==> src/rtl/brbfm_pkg.sv <==
// ----------------------------------------------------------------------------
// brbfm_pkg
// Shared types and codes for the byte ring buffer with frame-start mark.
// ----------------------------------------------------------------------------
package brbfm_pkg;

  // Command codes; codes above OP_STATUS act as status
  localparam logic [3:0] OP_ENQ       = 4'd0;
  localparam logic [3:0] OP_DEQ       = 4'd1;
  localparam logic [3:0] OP_CLEAR     = 4'd2;
  localparam logic [3:0] OP_SET_MARK  = 4'd3;
  localparam logic [3:0] OP_REL_MARK  = 4'd4;
  localparam logic [3:0] OP_FIND      = 4'd5;
  localparam logic [3:0] OP_FIND_NEXT = 4'd6;
  localparam logic [3:0] OP_JUMP      = 4'd7;
  localparam logic [3:0] OP_ROLLBACK  = 4'd8;
  localparam logic [3:0] OP_STATUS    = 4'd9;

  // Input transaction
  typedef struct packed {
    logic [3:0] op;
    logic [7:0] data_in;
    logic [7:0] rollback_count;
  } cmd_t;

  // Result transaction
  typedef struct packed {
    logic [7:0] data_out;
    logic       data_valid;
    logic       found;
    logic [6:0] fill_count;
    logic       is_empty;
    logic       is_full;
    logic       lost_data;
    logic       mark_held;
  } res_t;

  // Controller states
  typedef enum logic [1:0] {
    ST_IDLE,
    ST_DEQ,
    ST_TGT,
    ST_SCAN
  } ctl_state_t;

  // Source of the store read address
  typedef enum logic [1:0] {
    RA_READ,
    RA_MARK,
    RA_SCAN
  } raddr_sel_t;

  // Controller to datapath commands
  typedef struct packed {
    logic       exec;
    logic       deq;
    logic       scan_init;
    logic       tgt_from_ram;
    logic       scan_step;
    raddr_sel_t raddr_sel;
  } ctl_cmd_t;

  // Datapath to controller status
  typedef struct packed {
    logic empty;
    logic mark;
    logic scan_done;
  } dp_stat_t;

endpackage

==> src/rtl/byte_ring_buffer_with_frame_mark_unit.sv <==
// ----------------------------------------------------------------------------
// byte_ring_buffer_with_frame_mark_unit
// Byte ring FIFO with sticky loss flag and a frame-start mark with search.
//
// Channel   Ports                          Transfer
// input     start, busy, in_cmd            start high while busy low
// result    out_valid, out_res             one-cycle strobe, no backpressure
// config    cfg_valid, cfg_ready, cfg_data cfg_valid and cfg_ready high
//
// Enqueue, clear, mark, jump, rollback and status: result the cycle after
// acceptance, next command accepted back to back.
// Dequeue: waits in ST_DEQ for the registered read port of the byte store;
// on an empty buffer it finishes like the commands above.
// Searches scan up to DEPTH - 1 bytes, one store read per cycle, until a hit
// or the write pointer; find next first fetches the byte at the mark as
// target, and finishes like the commands above when no mark is held.
// Reset is synchronous; no clearing pass, the store holds no reset value.
// ----------------------------------------------------------------------------
module byte_ring_buffer_with_frame_mark_unit import brbfm_pkg::*; #(
  parameter int DEPTH = 64
) (
  input  logic clk,
  input  logic rst_n,
  input  logic start,
  output logic busy,
  input  cmd_t in_cmd,
  output logic out_valid,
  output res_t out_res,
  input  logic cfg_valid,
  output logic cfg_ready,
  input  logic cfg_data
);

  ctl_cmd_t ctl;
  dp_stat_t stat;

  // Register write is always taken
  assign cfg_ready = 1'b1;

  brbfm_ctrl u_ctrl (
    .clk   (clk),
    .rst_n (rst_n),
    .start (start),
    .op    (in_cmd.op),
    .stat  (stat),
    .busy  (busy),
    .ctl   (ctl)
  );

  brbfm_datapath #(
    .DEPTH (DEPTH)
  ) u_dp (
    .clk       (clk),
    .rst_n     (rst_n),
    .in_cmd    (in_cmd),
    .cfg_wr    (cfg_valid & cfg_ready),
    .cfg_data  (cfg_data),
    .ctl       (ctl),
    .stat      (stat),
    .out_valid (out_valid),
    .out_res   (out_res)
  );

endmodule

==> src/rtl/brbfm_ram.sv <==
// ----------------------------------------------------------------------------
// brbfm_ram
// Generic single write port, single read port RAM with registered read data.
// ----------------------------------------------------------------------------
module brbfm_ram #(
  parameter int WIDTH = 8,
  parameter int DEPTH = 64
) (
  input  logic                     clk,
  input  logic                     we,
  input  logic [$clog2(DEPTH)-1:0] waddr,
  input  logic [WIDTH-1:0]         wdata,
  input  logic [$clog2(DEPTH)-1:0] raddr,
  output logic [WIDTH-1:0]         rdata
);

  logic [WIDTH-1:0] mem [DEPTH];
  logic [WIDTH-1:0] rdata_r;

  // Write port
  always_ff @(posedge clk) begin
    if (we) begin
      mem[waddr] <= wdata;
    end
  end

  // Registered read port
  always_ff @(posedge clk) begin
    rdata_r <= mem[raddr];
  end

  assign rdata = rdata_r;

endmodule

==> src/rtl/brbfm_ctrl.sv <==
// ----------------------------------------------------------------------------
// brbfm_ctrl
// Command sequencer: decodes accepted commands, runs dequeue reads and the
// forward byte search over the store.
// ----------------------------------------------------------------------------
module brbfm_ctrl import brbfm_pkg::*; (
  input  logic       clk,
  input  logic       rst_n,
  input  logic       start,
  input  logic [3:0] op,
  input  dp_stat_t   stat,
  output logic       busy,
  output ctl_cmd_t   ctl
);

  ctl_state_t state_r;
  ctl_state_t state_nxt;

  // State register
  always_ff @(posedge clk) begin
    if (!rst_n) begin
      state_r <= ST_IDLE;
    end else begin
      state_r <= state_nxt;
    end
  end

  // Next state and commands
  always_comb begin
    state_nxt     = state_r;
    ctl           = '0;
    ctl.raddr_sel = RA_READ;
    busy          = (state_r != ST_IDLE);
    case (state_r)
      ST_IDLE: begin
        if (start) begin
          case (op)
            OP_DEQ: begin
              if (!stat.empty) begin
                state_nxt = ST_DEQ;
              end else begin
                ctl.exec = 1'b1;
              end
            end
            OP_FIND: begin
              ctl.scan_init = 1'b1;
              state_nxt     = ST_SCAN;
            end
            OP_FIND_NEXT: begin
              if (stat.mark) begin
                ctl.raddr_sel = RA_MARK;
                state_nxt     = ST_TGT;
              end else begin
                ctl.exec = 1'b1;
              end
            end
            default: begin
              ctl.exec = 1'b1;
            end
          endcase
        end
      end
      // Read data for the dequeue is ready
      ST_DEQ: begin
        ctl.deq   = 1'b1;
        state_nxt = ST_IDLE;
      end
      // Capture the byte at the mark as search target
      ST_TGT: begin
        ctl.scan_init    = 1'b1;
        ctl.tgt_from_ram = 1'b1;
        state_nxt        = ST_SCAN;
      end
      // Walk the store until a hit or the write pointer
      ST_SCAN: begin
        ctl.scan_step = 1'b1;
        ctl.raddr_sel = RA_SCAN;
        if (stat.scan_done) begin
          state_nxt = ST_IDLE;
        end
      end
      default: begin
        state_nxt = ST_IDLE;
      end
    endcase
  end

endmodule

==> src/rtl/brbfm_datapath.sv <==
// ----------------------------------------------------------------------------
// brbfm_datapath
// Pointers, flags, mark, search registers, byte store and result register.
// ----------------------------------------------------------------------------
module brbfm_datapath import brbfm_pkg::*; #(
  parameter int DEPTH = 64
) (
  input  logic     clk,
  input  logic     rst_n,
  input  cmd_t     in_cmd,
  input  logic     cfg_wr,
  input  logic     cfg_data,
  input  ctl_cmd_t ctl,
  output dp_stat_t stat,
  output logic     out_valid,
  output res_t     out_res
);

  localparam int PW = $clog2(DEPTH);
  localparam int CW = $clog2(DEPTH + 1);
  localparam int HW = (CW > 8) ? CW : 8;

  // Architectural state
  logic [PW-1:0] wp_r, wp_nxt;
  logic [PW-1:0] rp_r, rp_nxt;
  logic [PW-1:0] mark_r, mark_nxt;
  logic          empty_r, empty_nxt;
  logic          full_r, full_nxt;
  logic          loss_r, loss_nxt;
  logic          markf_r, markf_nxt;
  logic          bwf_r;

  // Search state
  logic [PW-1:0] scan_r, scan_nxt;
  logic [PW-1:0] cmp_r, cmp_nxt;
  logic          pend_r, pend_nxt;
  logic [7:0]    target_r, target_nxt;

  // Result
  res_t          res_r;
  logic          ovalid_r;

  // Store access
  logic          we;
  logic [PW-1:0] raddr;
  logic [7:0]    rdata;

  logic [7:0]    dout;
  logic          dval;
  logic          hit;
  logic          emit;
  logic          scan_hit;
  logic          scan_end;
  logic [HW-1:0] held_cur;
  logic [HW-1:0] held_nxt;
  logic [HW-1:0] rb_cnt;

  function automatic logic [PW-1:0] nslot(input logic [PW-1:0] i);
    nslot = (i == PW'(DEPTH - 1)) ? '0 : i + PW'(1);
  endfunction

  function automatic logic [HW-1:0] held_of(input logic e, input logic [PW-1:0] w,
                                            input logic [PW-1:0] r);
    if (e) begin
      held_of = '0;
    end else if (w > r) begin
      held_of = HW'(w) - HW'(r);
    end else begin
      held_of = HW'(DEPTH) - HW'(r) + HW'(w);
    end
  endfunction

  brbfm_ram #(
    .WIDTH (8),
    .DEPTH (DEPTH)
  ) u_ram (
    .clk   (clk),
    .we    (we),
    .waddr (wp_r),
    .wdata (in_cmd.data_in),
    .raddr (raddr),
    .rdata (rdata)
  );

  // Read address select
  always_comb begin
    case (ctl.raddr_sel)
      RA_MARK: raddr = mark_r;
      RA_SCAN: raddr = scan_r;
      default: raddr = rp_r;
    endcase
  end

  assign scan_hit = pend_r && (rdata == target_r);
  assign scan_end = scan_hit || (scan_r == wp_r);
  assign held_cur = held_of(empty_r, wp_r, rp_r);
  assign rb_cnt   = HW'(in_cmd.rollback_count);

  // Command execution
  always_comb begin
    wp_nxt    = wp_r;
    rp_nxt    = rp_r;
    mark_nxt  = mark_r;
    empty_nxt = empty_r;
    full_nxt  = full_r;
    loss_nxt  = loss_r;
    markf_nxt = markf_r;
    dout      = '0;
    dval      = 1'b0;
    hit       = 1'b0;
    we        = 1'b0;

    if (ctl.exec) begin
      case (in_cmd.op)
        OP_ENQ: begin
          loss_nxt = loss_r | full_r;
          if (!(bwf_r && loss_nxt)) begin
            we        = 1'b1;
            wp_nxt    = nslot(wp_r);
            empty_nxt = 1'b0;
            full_nxt  = markf_r ? (wp_nxt == mark_r) : (wp_nxt == rp_r);
          end
        end
        OP_CLEAR: begin
          wp_nxt    = '0;
          rp_nxt    = '0;
          empty_nxt = 1'b1;
          full_nxt  = 1'b0;
          loss_nxt  = 1'b0;
          markf_nxt = 1'b0;
        end
        OP_SET_MARK: begin
          if (!markf_r) begin
            markf_nxt = 1'b1;
            mark_nxt  = (rp_r == '0) ? PW'(DEPTH - 1) : rp_r - PW'(1);
          end
        end
        OP_REL_MARK: begin
          markf_nxt = 1'b0;
          if (full_r && empty_r) begin
            full_nxt = 1'b0;
          end
        end
        OP_JUMP: begin
          if (markf_r) begin
            rp_nxt    = mark_r;
            empty_nxt = (wp_r == mark_r);
            full_nxt  = !empty_nxt;
          end
        end
        OP_ROLLBACK: begin
          if (!empty_r && (rb_cnt != '0)) begin
            if (rb_cnt >= held_cur) begin
              wp_nxt    = rp_r;
              empty_nxt = 1'b1;
            end else if (HW'(wp_r) >= rb_cnt) begin
              wp_nxt = PW'(HW'(wp_r) - rb_cnt);
            end else begin
              wp_nxt = PW'(HW'(wp_r) + HW'(DEPTH) - rb_cnt);
            end
            full_nxt = 1'b0;
          end
        end
        default: begin
        end
      endcase
    end

    // Finish a dequeue with the byte read at the read pointer
    if (ctl.deq) begin
      dout      = rdata;
      dval      = 1'b1;
      rp_nxt    = nslot(rp_r);
      full_nxt  = 1'b0;
      empty_nxt = (wp_r == rp_nxt);
    end

    // Move the mark onto a search hit
    if (ctl.scan_step && scan_hit) begin
      mark_nxt = cmp_r;
      hit      = 1'b1;
    end
  end

  // Search pointer: issue one read a cycle, compare it the cycle after
  always_comb begin
    scan_nxt   = scan_r;
    cmp_nxt    = cmp_r;
    pend_nxt   = pend_r;
    target_nxt = target_r;
    if (ctl.scan_init) begin
      scan_nxt   = markf_r ? nslot(mark_r) : rp_r;
      pend_nxt   = 1'b0;
      target_nxt = ctl.tgt_from_ram ? rdata : in_cmd.data_in;
    end else if (ctl.scan_step && !scan_end) begin
      pend_nxt = 1'b1;
      cmp_nxt  = scan_r;
      scan_nxt = nslot(scan_r);
    end
  end

  assign emit     = ctl.exec | ctl.deq | (ctl.scan_step & scan_end);
  assign held_nxt = held_of(empty_nxt, wp_nxt, rp_nxt);

  // Control state
  always_ff @(posedge clk) begin
    if (!rst_n) begin
      wp_r     <= '0;
      rp_r     <= '0;
      mark_r   <= '0;
      empty_r  <= 1'b1;
      full_r   <= 1'b0;
      loss_r   <= 1'b0;
      markf_r  <= 1'b0;
      bwf_r    <= 1'b0;
      ovalid_r <= 1'b0;
    end else begin
      wp_r     <= wp_nxt;
      rp_r     <= rp_nxt;
      mark_r   <= mark_nxt;
      empty_r  <= empty_nxt;
      full_r   <= full_nxt;
      loss_r   <= loss_nxt;
      markf_r  <= markf_nxt;
      ovalid_r <= emit;
      if (cfg_wr) begin
        bwf_r <= cfg_data;
      end
    end
  end

  // Search and result payload
  always_ff @(posedge clk) begin
    scan_r   <= scan_nxt;
    cmp_r    <= cmp_nxt;
    pend_r   <= pend_nxt;
    target_r <= target_nxt;
    if (emit) begin
      res_r.data_out   <= dout;
      res_r.data_valid <= dval;
      res_r.found      <= hit;
      res_r.fill_count <= held_nxt[6:0];
      res_r.is_empty   <= empty_nxt;
      res_r.is_full    <= full_nxt;
      res_r.lost_data  <= loss_nxt;
      res_r.mark_held  <= markf_nxt;
    end
  end

  assign stat.empty     = empty_r;
  assign stat.mark      = markf_r;
  assign stat.scan_done = scan_end;
  assign out_valid      = ovalid_r;
  assign out_res        = res_r;

endmodule

==> config.mk <==
export PLATFORM = sky130hd
export DESIGN_NAME = byte_ring_buffer_with_frame_mark_unit
export DESIGN_NICKNAME = d
export VERILOG_FILES = /design/src/rtl/brbfm_pkg.sv /design/src/rtl/byte_ring_buffer_with_frame_mark_unit.sv /design/src/rtl/brbfm_ram.sv /design/src/rtl/brbfm_ctrl.sv /design/src/rtl/brbfm_datapath.sv
export SDC_FILE = /design/constraint.sdc
export NUM_CORES = 1
export LEC_CHECK = 0
export BUFFER_PORTS_ARGS = -buffer_cell sky130_fd_sc_hd__buf_4
export CAP_MARGIN = 20
export CORE_MARGIN = 10
export CORE_UTILIZATION = 40
export CTS_CLUSTER_DIAMETER = 50
export DETAILED_ROUTE_END_ITERATION = 16
export MAX_ROUTING_LAYER = met4
export PLACE_DENSITY = 0.53
export SYNTH_ARGS = -nofsm -noshare
export SYNTH_HDL_FRONTEND = slang
export SYNTH_SLANG_ARGS = --single-unit
==> constraint.sdc <==
create_clock -name clk -period 7.2 [get_ports clk]
set_clock_uncertainty 0.15 [all_clocks]
set_input_delay 0.36 -clock clk [delete_from_list [all_inputs] [get_ports clk]]
set_output_delay 0.36 -clock clk [all_outputs]
set_load 0.05 [all_outputs]
# Word level (Yosys, flattened, before mapping)
# Memory sizes are Yosys's and may differ from the RTL's. A register that Yosys moved wholly into a read port is not among the register bits.
# Index checks and enable logic that the tools add are counted.
[word_totals]
register_bits = 68
ramBits = 512
inputBits = 25
output_inout_bits = 24
elab_cells = 171
n_memories = 1
[memory_table]
columns = ["name", "words", "word_bits", "read_ports", "rd_clocked_by_memory_dff", "write_ports", "line_no", "source"]
rows = [
  ["u_dp.u_ram.mem", 64, 8, 1, 1, 1, "brbfm_ram.sv:17", "logic [WIDTH-1:0] mem [DEPTH];"],
]
[classes]
add_sub_neg = 14
magnitude_cmp = 4
eq_ne = 29
muxes = 74
n_bitwise = 5
reduce_logical = 22
[ops]
columns = ["op", "count"]
rows = [
  ["2-to-1 mux 6 bit", 20],
  ["2-to-1 mux 1 bit", 32],
  ["adder 6 x 1 -> 6 bit (second input constant)", 5],
  ["equality test 6 bit", 5],
  ["equality test 6 bit (second input constant)", 4],
  ["2-to-1 mux 8 bit", 3],
  ["case mux 6 bit (2 select lines)", 2],
  ["case mux 6 bit (3 select lines)", 1],
  ["equality test 4 x 3 -> 1 bit (second input constant)", 4],
  ["subtractor 6 x 6 -> 7 bit", 2],
  ["> comparator 6 bit", 2],
  ["2-to-1 mux 2 bit", 6],
  ["subtractor 6 bit", 2],
  ["adder 8 x 6 -> 8 bit", 1],
  ["equality test 4 x 2 -> 1 bit (second input constant)", 2],
  ["equality test 8 bit", 1],
  ["greater-or-equal comparator 6 x 8 -> 1 bit", 1],
  ["greater-or-equal comparator 8 bit", 1],
  ["case mux 2 bit (4 select lines)", 1],
  ["nonzero test 2 bit", 4],
  ["nonzero test 8 bit", 1],
  ["subtractor 7 x 6 -> 8 bit (first input constant)", 1],
  ["adder 7 x 6 -> 7 bit", 1],
  ["2-to-1 mux 7 bit", 1],
  ["30 further kinds", 45],
]

# Longest topological paths before layout
# Gate-level depths: netlist of run 1.
[depth]
depth_word = 11
depth_mapped = 29
mapped_depth_nobuf = 28

# By module
# From an unflattened synthesis of run 1, not the netlist that was laid out.
[hier_totals]
cells_unflattened = 1602
area_unflattened_um2 = 26073.8
[modules_own_cells]
columns = ["mod", "instances", "cells_each", "area_each_um2", "seq_area_each_um2"]
rows = [
  ["brbfm_ram", 1, 940, 20166.8, 15534.9],
  ["brbfm_datapath", 1, 628, 5616.6, 1731.7],
  ["brbfm_ctrl", 1, 32, 279.0, 40.0],
  ["byte_ring_buffer_with_frame_mark_unit", 1, 2, 11.3, 0.0],
]

# Worst setup path before layout of run 1
# OpenSTA, ideal clock, no wires.
[synth_path]
path_type = "reg-to-reg"
startpoint = "register u_dp.rp_r[3]"
endpoint = "register u_dp.res_r (netlist bit u_dp.out_res[10]), data pin"
setup_ps = 146
arrival_time_ps = 5985
required_ps = 6904
path_slack_ps = 919
stages_incl_launch_ff = 28
path_buffers = 1
period_less_slack_ps = 6281
path_cell_list = "dfxtp_1 -> clkbuf_1 -> clkinv_1 -> ha_1 -> o21a_1 -> o21ai_0 -> a21oi_1 -> mux2i_1 -> a31oi_1 -> o21ai_0 -> or3b_1 -> ha_1 -> nand3_1 -> o211a_1 -> a21oi_1 -> mux2i_1 -> mux2_2 -> a21oi_1 -> ha_1 -> inv_1 -> fa_1 -> a21o_1 -> a21oi_1 -> inv_1 -> a2111o_1 -> a21oi_1 -> o21ai_0 -> a21oi_1"
[synth_via]
elab_chain_cells = 11
elab_cells_between_ends = 29
cone_classes = "add/sub (7); order compare (3); eq/ne (2); mux (17)"
[synth_lines]
columns = ["item", "line_no", "source"]
rows = [
  ["from (decl)", "brbfm_datapath.sv:25", "logic [PW-1:0] rp_r, rp_nxt;"],
  ["from (signal assigned)", "brbfm_datapath.sv:219", "rp_r <= rp_nxt;"],
  ["subtractor 7 x 6 -> 8 bit", "brbfm_datapath.sv:69", "held_of = HW'(DEPTH) - HW'(r) + HW'(w);"],
  ["adder 8 x 6 -> 8 bit", "brbfm_datapath.sv:69", ""],
  ["2-to-1 mux 8 bit", "brbfm_datapath.sv:66", "end else if (w > r) begin"],
  ["2-to-1 mux 8 bit", "brbfm_datapath.sv:64", "if (e) begin"],
  ["greater-or-equal comparator 8 bit", "brbfm_datapath.sv:153", "if (rb_cnt >= held_cur) begin"],
  ["2-to-1 mux 6 bit", "brbfm_datapath.sv:153", ""],
  ["2-to-1 mux 6 bit", "brbfm_datapath.sv:152", "if (!empty_r && (rb_cnt != '0)) begin"],
  ["case mux 6 bit (3 select lines)", "brbfm_datapath.sv:114", "case (in_cmd.op)"],
  ["2-to-1 mux 6 bit", "brbfm_datapath.sv:113", "if (ctl.exec) begin"],
  ["adder 7 x 6 -> 7 bit (tied with other cells)", "brbfm_datapath.sv:69", ""],
  ["2-to-1 mux 7 bit", "brbfm_datapath.sv:66", ""],
  ["to (decl)", "brbfm_datapath.sv:40", "res_t res_r;"],
]
# Parallel ways exist; a longest one is shown, timed or not.
# A chain may end at the register's enable or synchronous reset.

# Worst setup path after layout of run 1
[layout_path]
startpoint = "register u_dp.rp_r[3]"
endpoint = "register u_dp.res_r (netlist bit u_dp.out_res[10]), data pin"
[layout_via]
elab_chain_cells = 11
elab_cells_between_ends = 29
cone_classes = "add/sub (7); order compare (3); eq/ne (2); mux (17)"
[layout_lines]
columns = ["item", "line_no", "source"]
rows = [
  ["subtractor 7 x 6 -> 8 bit", "brbfm_datapath.sv:69", ""],
  ["adder 8 x 6 -> 8 bit", "brbfm_datapath.sv:69", ""],
  ["2-to-1 mux 8 bit *", "brbfm_datapath.sv:66", ""],
  ["2-to-1 mux 8 bit *", "brbfm_datapath.sv:64", ""],
  ["greater-or-equal comparator 8 bit *", "brbfm_datapath.sv:153", ""],
  ["2-to-1 mux 6 bit *", "brbfm_datapath.sv:153", ""],
  ["2-to-1 mux 6 bit *", "brbfm_datapath.sv:152", ""],
  ["case mux 6 bit (3 select lines) *", "brbfm_datapath.sv:114", ""],
  ["2-to-1 mux 6 bit *", "brbfm_datapath.sv:113", ""],
  ["via u_dp.wp_nxt[1]", "brbfm_datapath.sv:24", "logic [PW-1:0] wp_r, wp_nxt;"],
  ["adder 7 x 6 -> 7 bit (tied with other cells)", "brbfm_datapath.sv:69", ""],
  ["2-to-1 mux 7 bit *", "brbfm_datapath.sv:66", ""],
]
# Mark *: on every way through the listed nets, which the timed path passes. The rest lies on a longest branch.

==> metrics.txt, run 1 <==
Hold Fails Final Rpt 0; CTS tree yes; Fin Hold WS around 0.045 ns; post-synth top area cell edfxtp_1; drt total wl approximately 74000 µm; commonest non-fill, non-tap cell in the layout edfxtp_1; Critical R2R Launch u_dp.rp_r[3]; Die Ht 277 µm; status finished, final reports clean; critical path peak fanout 8; RePlAce Congestion 0.911; initial core utilization 0.403; core box area 65700 µm²; Max-Cap Viols 0; vias in the first global route around 16000; full die area 77000 µm²; routed vias 17063; Post-Layout Cell Count 2973; Antenna diodes 0; Final Net Count around 2100; CTS Buf Count around 80; initial antenna violation count 0; CP Data Arrival Time 6.81 ns; # clock sinks roughly 600; post-synthesis cell count about 2000; WL/cell ~25 µm; VDD IR max 187 µV; Max Fclk 0.154 GHz; antenna viol nets, final 0; HPWL Detailed between 40000 and 50000 µm; EDFF count, synth 553; Worst-path clk slew ~0.050 ns; Avg Inst Size Synth 13.2 µm²; required time of the critical path 7.52 ns; Net Count, Synth 2067; Fin Setup TNS 0 ns; hold_sp in_cmd[17]; Seq cells post-synth 588; Ports 49; Skew-Pair Late Insertion Delay 0.62 ns; drt pass-1 iters 6; CTS max path bufs 3; Slew Limit Headroom 0.170; Worst Max-Slew Pin Slew around 1.2 ns; area of the mapped netlist 26500 µm²; crit path launch u_dp.rp_r[3]; asr flop ratio synth 0; Final Cycle Share 0.902; Power Density between 300 and 400 nW/µm²; largest net degree at the start of global routing slightly above 70; r2r setup slk 0.70 ns; Worst R2R Path Depth 27; Worst setup EP type flop; CP Class flop to flop; # H-tree levels 3; filler instances 5911; Port-buffer cells 47; wire length of the first global-routing pass about 110000 µm; drc violations 0; CP Launch Type flop; layout cell share with drive strength beyond 1 0.124; Pins Over Slew Limit 0; Cell Rows 94; top cells by area, synth edfxtp_1 (63%), mux2i_1 (6.3%), nand2_1 (3.6%); Final min period 6.50 ns; Via density about 5.7; unrepaired setup endpoints after global routing no; path type of the worst min-delay path input pin to flop; root buffer cell clkbuf_16; synth warn 0; placed cells 2827; top cell type's share of synthesized area 0.626; GRT overflow 0; Die W 277 µm; Most used DFF post-synth edfxtp_1; final setup fails 0; synth-to-layout area growth 14.1%; hold path depth 2; commonest cells after routing, fill and taps aside edfxtp_1 (553), nand2_1 (255), mux2i_1 (168); GRT Util Overall 0.193; DRC violation total after the first TritonRoute iteration 1674; Cell variety after synth 94; leak pwr 10.2 nW; sequential element share of the synthesized area 0.653
[path summary, 6_finish.rpt]
path / end
worst min register to register: u_dp.pend_r
worst max-delay path: u_dp.out_res[10]
worst min-delay path: u_dp.out_res[1]
worst max register to register: u_dp.out_res[10]
[flip-flops by register name (all words and copies together), names as in the netlist, 2 cells and up]
signal and count:
u_dp.out_res 21, u_dp.target_r 8, u_dp.u_ram.rdata 8, u_dp.cmp_r 6, u_dp.wp_r 6, u_dp.scan_r 6
u_ctrl.state_r 2, u_dp.mark_r 6, u_dp.u_ram.mem 512, u_dp.rp_r 6
[synth_stat cells (all sizes together), types with 5 or more instances]
cell,instances
edfxtp,553
nand2,258
mux2i,168
nor2,151
a21oi,117
buf,70
o21ai,52
clkbuf,43
nand3,39
ha,37
xnor2,37
dfxtp,35
nor4,35
inv,31
nor3,29
a22oi,24
and2,23
a31oi,22
o22ai,21
a32oi,20
xor2,18
mux2,17
nand4,17
a211oi,15
and3,11
a221oi,9
a41oi,8
o2111ai,8
nand2b,7
a2111oi,6
a21o,6
a41o,6
mux4,6
nand3b,6
nor2b,6
o211ai,6
o2bb2ai,6
a22o,5
nor3b,5
[power breakdown]
part / switching (mW) / internal [mW] / total [mW]
registers: 0.117 / 3.94 / 4.06
clock network: 1.52 / 2.37 / 3.89
logic: 1.86 / 0.892 / 2.75
total: 3.49 / 7.20 / 10.7
[metrics by stage]
stage | total power, mW | setup slack, ns | utilization | cell area [µm²]
floorplan | 5.98 | 0.919 | - | 26500
global placement | 6.85 | 0.694 | 0.420 | 27600
detailed placement | 6.86 | 0.583 | 0.420 | 27600
CTS | 10.8 | 0.571 | 0.460 | 30200
global route | 11.1 | 0.0826 | 0.460 | 30200
finish | 10.7 | 0.705 | 0.460 | 30200
[worst max-delay path, cell delays in order, from the launching register on]
cell and delay, ns:
dfxtp_1 0.50, clkinv_1 0.11, buf_4 0.19, ha_1 0.39, o21a_1 0.14, o21ai_0 0.09, a21oi_2 0.35, mux2i_1 0.30
a31oi_1 0.15, o21ai_0 0.17, or3b_1 0.36, ha_1 0.32, nand3_1 0.08, o211a_1 0.24, a21oi_1 0.15, buf_4 0.19
mux2_2 0.35, a21oi_1 0.19, o21ai_0 0.18, ha_1 0.34, nor2b_1 0.14, o21ai_0 0.11, a21boi_0 0.26, o21ai_0 0.18
a2111o_1 0.37, a21oi_1 0.13, o21ai_0 0.10, a21oi_1 0.12
[layout make-up]
class                      count  area, µm²  share of cell area
sequential                   588      17300               0.572
multi-input combinational   1267       8500               0.281
clock buffer                  94       2080              0.0686
tap                          864       1080              0.0357
timing repair buffer          78        618              0.0204
clock inverter                49        533              0.0176
inverter                      33        124             0.00410
[kinds of logic (layout without fill, tap and decap cells)]
group           count (synthesis)  count (layout)  share of synthesized area
compound gates                371             371                     0.0955
xor+xnor                       55              55                     0.0182
fa+ha+maj                      41              41                     0.0205
buf+inv                       146             254                     0.0275
flops                         588             588                      0.653
mux                           191             191                     0.0758
other cells                     1               1                   0.000141
simple gates                  608             608                      0.110
[routing by layer]
metal	GRT usage	share of wire
met1	0.267	0.46
met5	-	0
met2	0.279	0.44
met3	0.0407	0.071
met4	0.0592	0.028
[repair_timing]
item	CTS	global route
resized for setup	0	1
hold endpoints to repair	9	0
setup buffers	0	0
setup endpoints to repair	0	1
hold buffers	3	0
No activity file was read; power rests on OpenSTA's default activity.
==> inputs of run 2 (changes only) <==
- BUFFER_PORTS_ARGS: -buffer_cell sky130_fd_sc_hd__buf_4 -> not set
- DONT_BUFFER_PORTS: not set -> 1
- PLACE_DENSITY: 0.53 -> 0.52
- SYNTH_HIERARCHICAL: not set -> 1
==> run 2 against run 1 <==
Design area is 2.3% lower; cell count is 15% lower; first-iteration DRC count is 18% lower; die area is 1.5% lower; register-to-register slack better by 0.27 ns; core utilization is 0.18 points lower; critical path type unchanged; largest power group unchanged.
==> metrics.txt, run 2 <==
Via density 5.80 (+1.0%); CP Data Arrival Time 6.51 ns (-0.30 ns); Avg Inst Size Synth 16.3 µm² (+23%); area of the mapped netlist 26100 µm² (-1.6%); Antenna diodes 0 (unchanged); max incr delay on CP 0.64 ns (+0.14 ns); Post-synth top cells edfxtp_1 (553), nor2_1 (128), mux4_2 (126); asr flop ratio synth 0 (unchanged); top cell type's share of synthesized area 0.637 (+0.0104); Multi-input gate area 8120 µm² (-4.5%); CTS max path bufs 3 (unchanged); # H-tree levels 3 (unchanged); HPWL Detailed 41500 µm (-11%); routed vias 14712 (-14%); Max Fclk 0.161 GHz (+4.3%); most common cell in the netlist edfxtp_1; commonest non-fill, non-tap cell in the layout edfxtp_1; unrepaired setup endpoints after global routing no; Die Ht 275 µm (-0.76%); Worst-path clk slew 0.06 ns (about the same); path type of the worst min-delay path input pin to flop; number of flip-flops in the largest register 512 (unchanged); R2R Path End u_dp/out_res[10]; post-synthesis cell count 1602 (-20%); Critical R2R Launch u_dp/rp_r[2]; GRT overflow 0 (unchanged); Power Density 305 nW/µm² (-14%); largest net degree at the start of global routing 66 (-8.3%); root buffer cell clkbuf_16; DRC violation total after the first TritonRoute iteration 1373 (-18%); Worst Max-Slew Pin Slew 1.01 ns (-0.204 ns); leak pwr 9.13 nW (-10%); initial core utilization 0.404 (+0.00128); Net Count, Synth 1670 (-19%); synth warn 6 (+6); CTS Buf Count 70 (-11%); # clock sinks 588 (unchanged); final setup fails 0 (unchanged); synth-to-layout area growth 13.3%; Worst setup EP type flop; drt pass-1 iters 5 (-1); r2r setup slk 0.97 ns (+0.27 ns); initial antenna violation count 1 (+1); filler instances 5590 (-5.4%); drc violations 0 (unchanged); Fin Setup TNS 0 ns (unchanged); full die area 75800 µm² (-1.5%); status finished, final reports clean; VDD IR max 166 µV (-11%); CP Class flop to flop; RePlAce Congestion 0.837 (-8.1%); crit-path most repeated cell ha_1; top cells by area, synth edfxtp_1 (64%), mux4_2 (11%), dfxtp_1 (2.7%); layout cell share with drive strength beyond 1 0.189 (+0.0653); register name with the most flops u_dp/u_ram/mem; postcts setup bufs 0 (unchanged); commonest cells after routing, fill and taps aside edfxtp_1 (553), nor2_1 (128), mux4_2 (126); wire length of the first global-routing pass 98400 µm (-10%); Design Power 9.00 mW (-16%); Hold-fix buffers, CTS 22 (+19); Most used DFF post-synth edfxtp_1; drt total wl 65500 µm (-12%); Final Cycle Share 0.865 (-0.0374); post-route design area 29500 µm² (-2.3%); Seq cells post-synth 588 (unchanged); antenna viol nets, final 0 (unchanged); Final min period 6.23 ns (-0.269 ns); FF/Latch Area 17300 µm² (unchanged); crit-path cells inv_1, ha_1, and3_1, nand4_1, o21a_1, a21o_1, and3_1, a311oi_1, ha_1, nand4_1, nor2_1, a211o_1, nor4b_2, nor3_1, o22a_1, ha_1, fa_1, nor2b_1, nor3_1, o21bai_1, and3b_1, mux2i_1, a211oi_1; post-synth top area cell edfxtp_1; Port-buffer cells 0 (-100%); Cell variety after synth 100 (+6.4%); vias in the first global route 14778 (-10%); placed cell area 26900 µm² (-2.6%); Fin Hold WS 0.0301 ns (-0.0152 ns); critical path peak fanout 12 (+4); Slew Limit Headroom 0.325 (+0.154); Pins Over Slew Limit 0 (unchanged); core box area 64500 µm² (-1.9%); Cell Rows 93 (-1.1%); Die W 275 µm (-0.76%); Ports 49 (unchanged); Worst R2R Path Depth 23 (-15%); Skew-Pair Late Insertion Delay 0.61 ns (about the same); Worst path slowest cell dfxtp_1; Final Net Count 1694 (-20%); EDFF count, synth 553 (unchanged); CTS tree yes; hold path depth 4 (+2); CP Launch Type flop; required time of the critical path 7.48 ns (-0.04 ns); post-CTS resize count 0 (unchanged); sequential element share of the synthesized area 0.664 (+0.0109); Max-Cap Viols 0 (unchanged); Hold Fails Final Rpt 0 (unchanged); GRT Util Overall 0.179 (-0.0139); hold_sp in_cmd[19]; WL/cell 25.8 µm (+3.3%); Hold Path End u_ctrl/state_r[1]
-- run 2: cell count changes after synthesis, moves of 11 or more --
cell     previous run  this run
xnor2_1            37        26
a32oi_1            20         3
a31oi_1            22         7
nor2_1            147       128
mux4_2              6       126
nor2b_1             6        21
a21oi_1           117        47
buf_4               6        18
nand2_1           255        60
a22oi_1            24         8
o21ai_0            48        32
mux2i_1           168        36
buf_2              44        24
nor4_1             26         9
-- run 2: layout make-up --
cell class / instances / area share
Multi-Input combinational cell: 890 / 0.275
Clock buffer: 85 / 0.0627
Clock inverter: 43 / 0.0150
Tap cell: 855 / 0.0362
Inverter: 27 / 0.00369
Sequential cell: 588 / 0.586
Timing Repair Buffer: 49 / 0.0216
-- run 2: worst max path at each step --
stage / start / endpoint / slack (ns) / cells after the start
after floorplan: u_dp/rp_r[2] / u_dp/out_res[10] / 2.00 / 26
after global placement: u_dp/rp_r[1] / u_dp/out_res[10] / 1.30 / 23
after detailed placement: u_dp/rp_r[2] / u_dp/out_res[10] / 0.98 / 23
after CTS: u_dp/rp_r[2] / u_dp/out_res[10] / 1.01 / 23
after global routing: u_dp/rp_r[2] / u_dp/out_res[10] / 0.55 / 23
final: u_dp/rp_r[2] / u_dp/out_res[10] / 0.97 / 23
-- run 2: power breakdown --
part | switching, mW | total (mW) | internal, mW
Combinational | 0.759 | 1.38 | 0.620
Clock | 1.43 | 3.47 | 2.05
Sequential | 0.293 | 4.15 | 3.86
-- run 2: worst max-delay path: cells and delay by family (launching register included) --
kind / cells / cell delay, ns
buffers and inverters: 1 / 0.27
AND/OR/NAND/NOR: 10 / 1.81
AO/OA/AOI/OAI: 7 / 1.77
adder cells (fa/ha/maj): 4 / 1.35
multiplexers: 1 / 0.07
flip-flops: 1 / 0.64
-- run 2: through the flow --
step,utilization,std cells,worst slack [ns]
floorplan,-,1602,2.00
global placement,0.417,2387,1.30
detailed placement,0.417,2387,0.978
CTS,0.458,2537,1.01
global route,0.458,2537,0.548
finish,0.458,2537,0.974
-- run 2: routing by layer --
layer,vias to the layer above,track usage,share of wire
li1,6444,-,-
met1,7788,0.249,0.46
met2,405,0.274,0.47
met3,75,0.0248,0.051
met4,0,0.0466,0.016
met5,-,-,0
-- run 2: kinds of logic after synthesis --
group,synth area share
adder cells (fa/ha/maj),0.0222
AO/OA/AOI/OAI,0.0640
XOR/XNOR,0.0172
multiplexers,0.133
AND/OR/NAND/NOR,0.0732
buffers and inverters,0.0270
other,0.000144
flip-flops,0.664
==> inputs of run 3 (changes only) <==
- PLACE_DENSITY: 0.52 -> not set
- PLACE_DENSITY_LB_ADDON: not set -> 0.08
==> run 3 against run 2 <==
Critical path depth shrank 1; worst hold slack gained 0.0067 ns; design area is essentially flat; fmax grew 1.1%; total power shrank 0.45%; first-iteration DRC count shrank 11%; cell count grew 0.16%; non-clock buffer count grew 1; worst setup slack gained 0.068 ns; clock-buffer cell count grew 4; sequential share of layout area is essentially flat; critical endpoint unchanged; highest routed layer unchanged.
==> metrics.txt, run 3 (same netlist as run 2, synthesis figures left out) <==
status finished, final reports clean; Port-buffer cells 0 (unchanged); Die Ht 275 µm (unchanged); HPWL Detailed 41600 µm (+0.24%); Fin Hold WS 0.0368 ns (+0.00670 ns); # H-tree levels 3 (unchanged); Via density 5.73 (-1.3%); initial core utilization 0.404 (unchanged); GRT Util Overall 0.179 (about the same); post-route design area 29500 µm² (about the same); met3 usage 0.0278 (+0.00294); GRT overflow 0 (unchanged); CP Launch Type flop; Final min period 6.16 ns (-0.0679 ns); RePlAce Congestion 0.833 (-0.54%); Die W 275 µm (unchanged); Hold Path End u_dp/loss_r; CTS tree yes; required time of the critical path 7.36 ns (-0.12 ns); filler instances 5617 (+0.48%); synth-to-layout area growth 13.3% (about the same); vias in the first global route 14814 (+0.24%); CP Data Arrival Time 6.32 ns (-0.19 ns); Ports 49 (unchanged); largest net degree at the start of global routing 98 (+48%); DRC violation total after the first TritonRoute iteration 1227 (-11%); hold_sp in_cmd[19]; final setup fails 0 (unchanged); critical path peak fanout 12 (unchanged); Slew Limit Headroom 0.337 (+0.0122); Max Fclk 0.162 GHz (+1.1%); global route hottest layer met2; FF/Latch Area 17300 µm² (unchanged); Worst Max-Slew Pin Slew 0.991 ns (-0.0183 ns); postcts setup bufs 0 (unchanged); Critical R2R Launch u_dp/rp_r[2]; Pins Over Slew Limit 0 (unchanged); CP Class flop to flop; Skew-Pair Late Insertion Delay 0.61 ns (about the same); Worst R2R Path Depth 22 (-4.3%); number of flip-flops in the largest register 512 (unchanged); Cell Rows 93 (unchanged); path type of the worst min-delay path input pin to flop; GR Layer Usage met2 0.286 (+0.0126); drt pass-1 iters 5 (unchanged); Worst-path clk slew 0.06 ns (about the same); VDD IR max 184 µV (+11%); commonest cells after routing, fill and taps aside edfxtp_1 (553), nor2_1 (128), mux4_2 (126); Hold Fails Final Rpt 0 (unchanged); antenna viol nets, final 0 (unchanged); core box area 64500 µm² (unchanged); r2r setup slk 1.04 ns (+0.07 ns); commonest non-fill, non-tap cell in the layout edfxtp_1; Fin Setup TNS 0 ns (unchanged); unrepaired setup endpoints after global routing no; leak pwr 9.14 nW (+0.11%); # clock sinks 588 (unchanged); Final Net Count 1698 (+0.24%); register name with the most flops u_dp/u_ram/mem; hold path depth 3 (-1); drt total wl 65400 µm (-0.17%); full die area 75800 µm² (unchanged); Multi-input gate area 8120 µm² (unchanged); Power Density 303 nW/µm² (-0.48%); wire length of the first global-routing pass 98200 µm (-0.22%); Max-Cap Viols 0 (unchanged); layout cell share with drive strength beyond 1 0.190 (+0.00133); global routing usage on met1 0.238 (-0.0111); placed cell area 26900 µm² (about the same); Final Cycle Share 0.855 (-0.00944); root buffer cell clkbuf_16; drc violations 0 (unchanged); WL/cell 25.7 µm (-0.33%); R2R Path End u_dp/out_res[10]; CTS max path bufs 3 (unchanged); CTS Buf Count 73 (+4.3%); Antenna diodes 0 (unchanged); initial antenna violation count 0 (-1); Worst setup EP type flop; routed vias 14550 (-1.1%)
-- run 3: cell count changes in the layout (fill, tap and decap cells not counted), moves of 2 or more --
cell	previous run	this run
buf_4	21	18
bufinv_16	5	2
clkbuf_8	0	2
clkinv_1	13	10
clkinv_2	6	10
dlygate4sd3_1	14	17
-- run 3: worst max-delay path by stage --
stage,slack (ns),from,end
6_report,1.04,u_dp/rp_r[2],u_dp/out_res[10]
5_1_grt,0.77,u_dp/rp_r[2],u_dp/out_res[10]
4_1_cts,1.12,u_dp/rp_r[2],u_dp/out_res[10]
3_5_place_dp,1.16,u_dp/rp_r[2],u_dp/out_res[10]
3_3_place_gp,1.29,u_dp/rp_r[2],u_dp/out_res[10]
2_1_floorplan,2.00,u_dp/rp_r[2],u_dp/out_res[10]
-- run 3: repair_timing --
item / CTS / global route
setup endpoints to repair: 0 / 0
gates resized for setup: 0 / 0
hold buffers: 25 / 0
hold endpoints to repair: 536 / 0
-- run 3: cell type report --
| cell class | instances | area share |
|---|---|---|
| Clock inverter | 42 | 0.0130 |
| Timing Repair Buffer | 50 | 0.0220 |
| Tap cell | 855 | 0.0362 |
| Inverter | 27 | 0.00368 |
| Clock buffer | 89 | 0.0645 |
| Multi-Input combinational cell | 890 | 0.275 |
| Sequential cell | 588 | 0.586 |
-- run 3: report_power, final --
group | leakage (nW) | total [mW] | internal [mW] | switching, mW
registers | 5.28 | 4.15 | 3.86 | 0.286
clock network | 1.11 | 3.44 | 1.99 | 1.45
logic | 2.74 | 1.37 | 0.621 | 0.752
total | 9.14 | 8.96 | 6.48 | 2.49
-- run 3: metal layers --
| metal | vias to the layer above | routed length, µm | share of wire |
|---|---|---|---|
| li1 | 6450 | - | - |
| met1 | 7643 | 29800 | 0.46 |
| met2 | 365 | 31600 | 0.48 |
| met3 | 92 | 2670 | 0.041 |
| met4 | 0 | 1290 | 0.020 |
| met5 | - | 0 | 0 |
-- run 3: worst max-delay path, stage by stage, from the launching register on --
cell and delay (ns):
dfxtp_1 0.64, inv_1 0.27, ha_1 0.47, and3_1 0.32
nand4_1 0.15, o21a_1 0.16, a21o_1 0.22, and3_1 0.17
a311oi_1 0.36, ha_1 0.30, nand4_1 0.11, nor2_1 0.06
a211o_1 0.42, o21a_1 0.24, o21ai_0 0.28, a21oi_1 0.14
ha_1 0.35, nor2b_1 0.15, o31a_1 0.26, o21a_1 0.18
nor2_1 0.17, mux2i_1 0.22, a211oi_1 0.08
-- run 3: through the flow --
step | std cells | total power, mW | utilization | setup WS, ns
2_1_floorplan | 1602 | 5.22 | - | 2.00
3_3_place_gp | 2384 | 5.54 | 0.417 | 1.29
3_5_place_dp | 2384 | 5.53 | 0.417 | 1.16
4_1_cts | 2540 | 9.07 | 0.458 | 1.12
5_1_grt | 2541 | 9.33 | 0.458 | 0.765
6_report | 2541 | 8.96 | 0.458 | 1.04
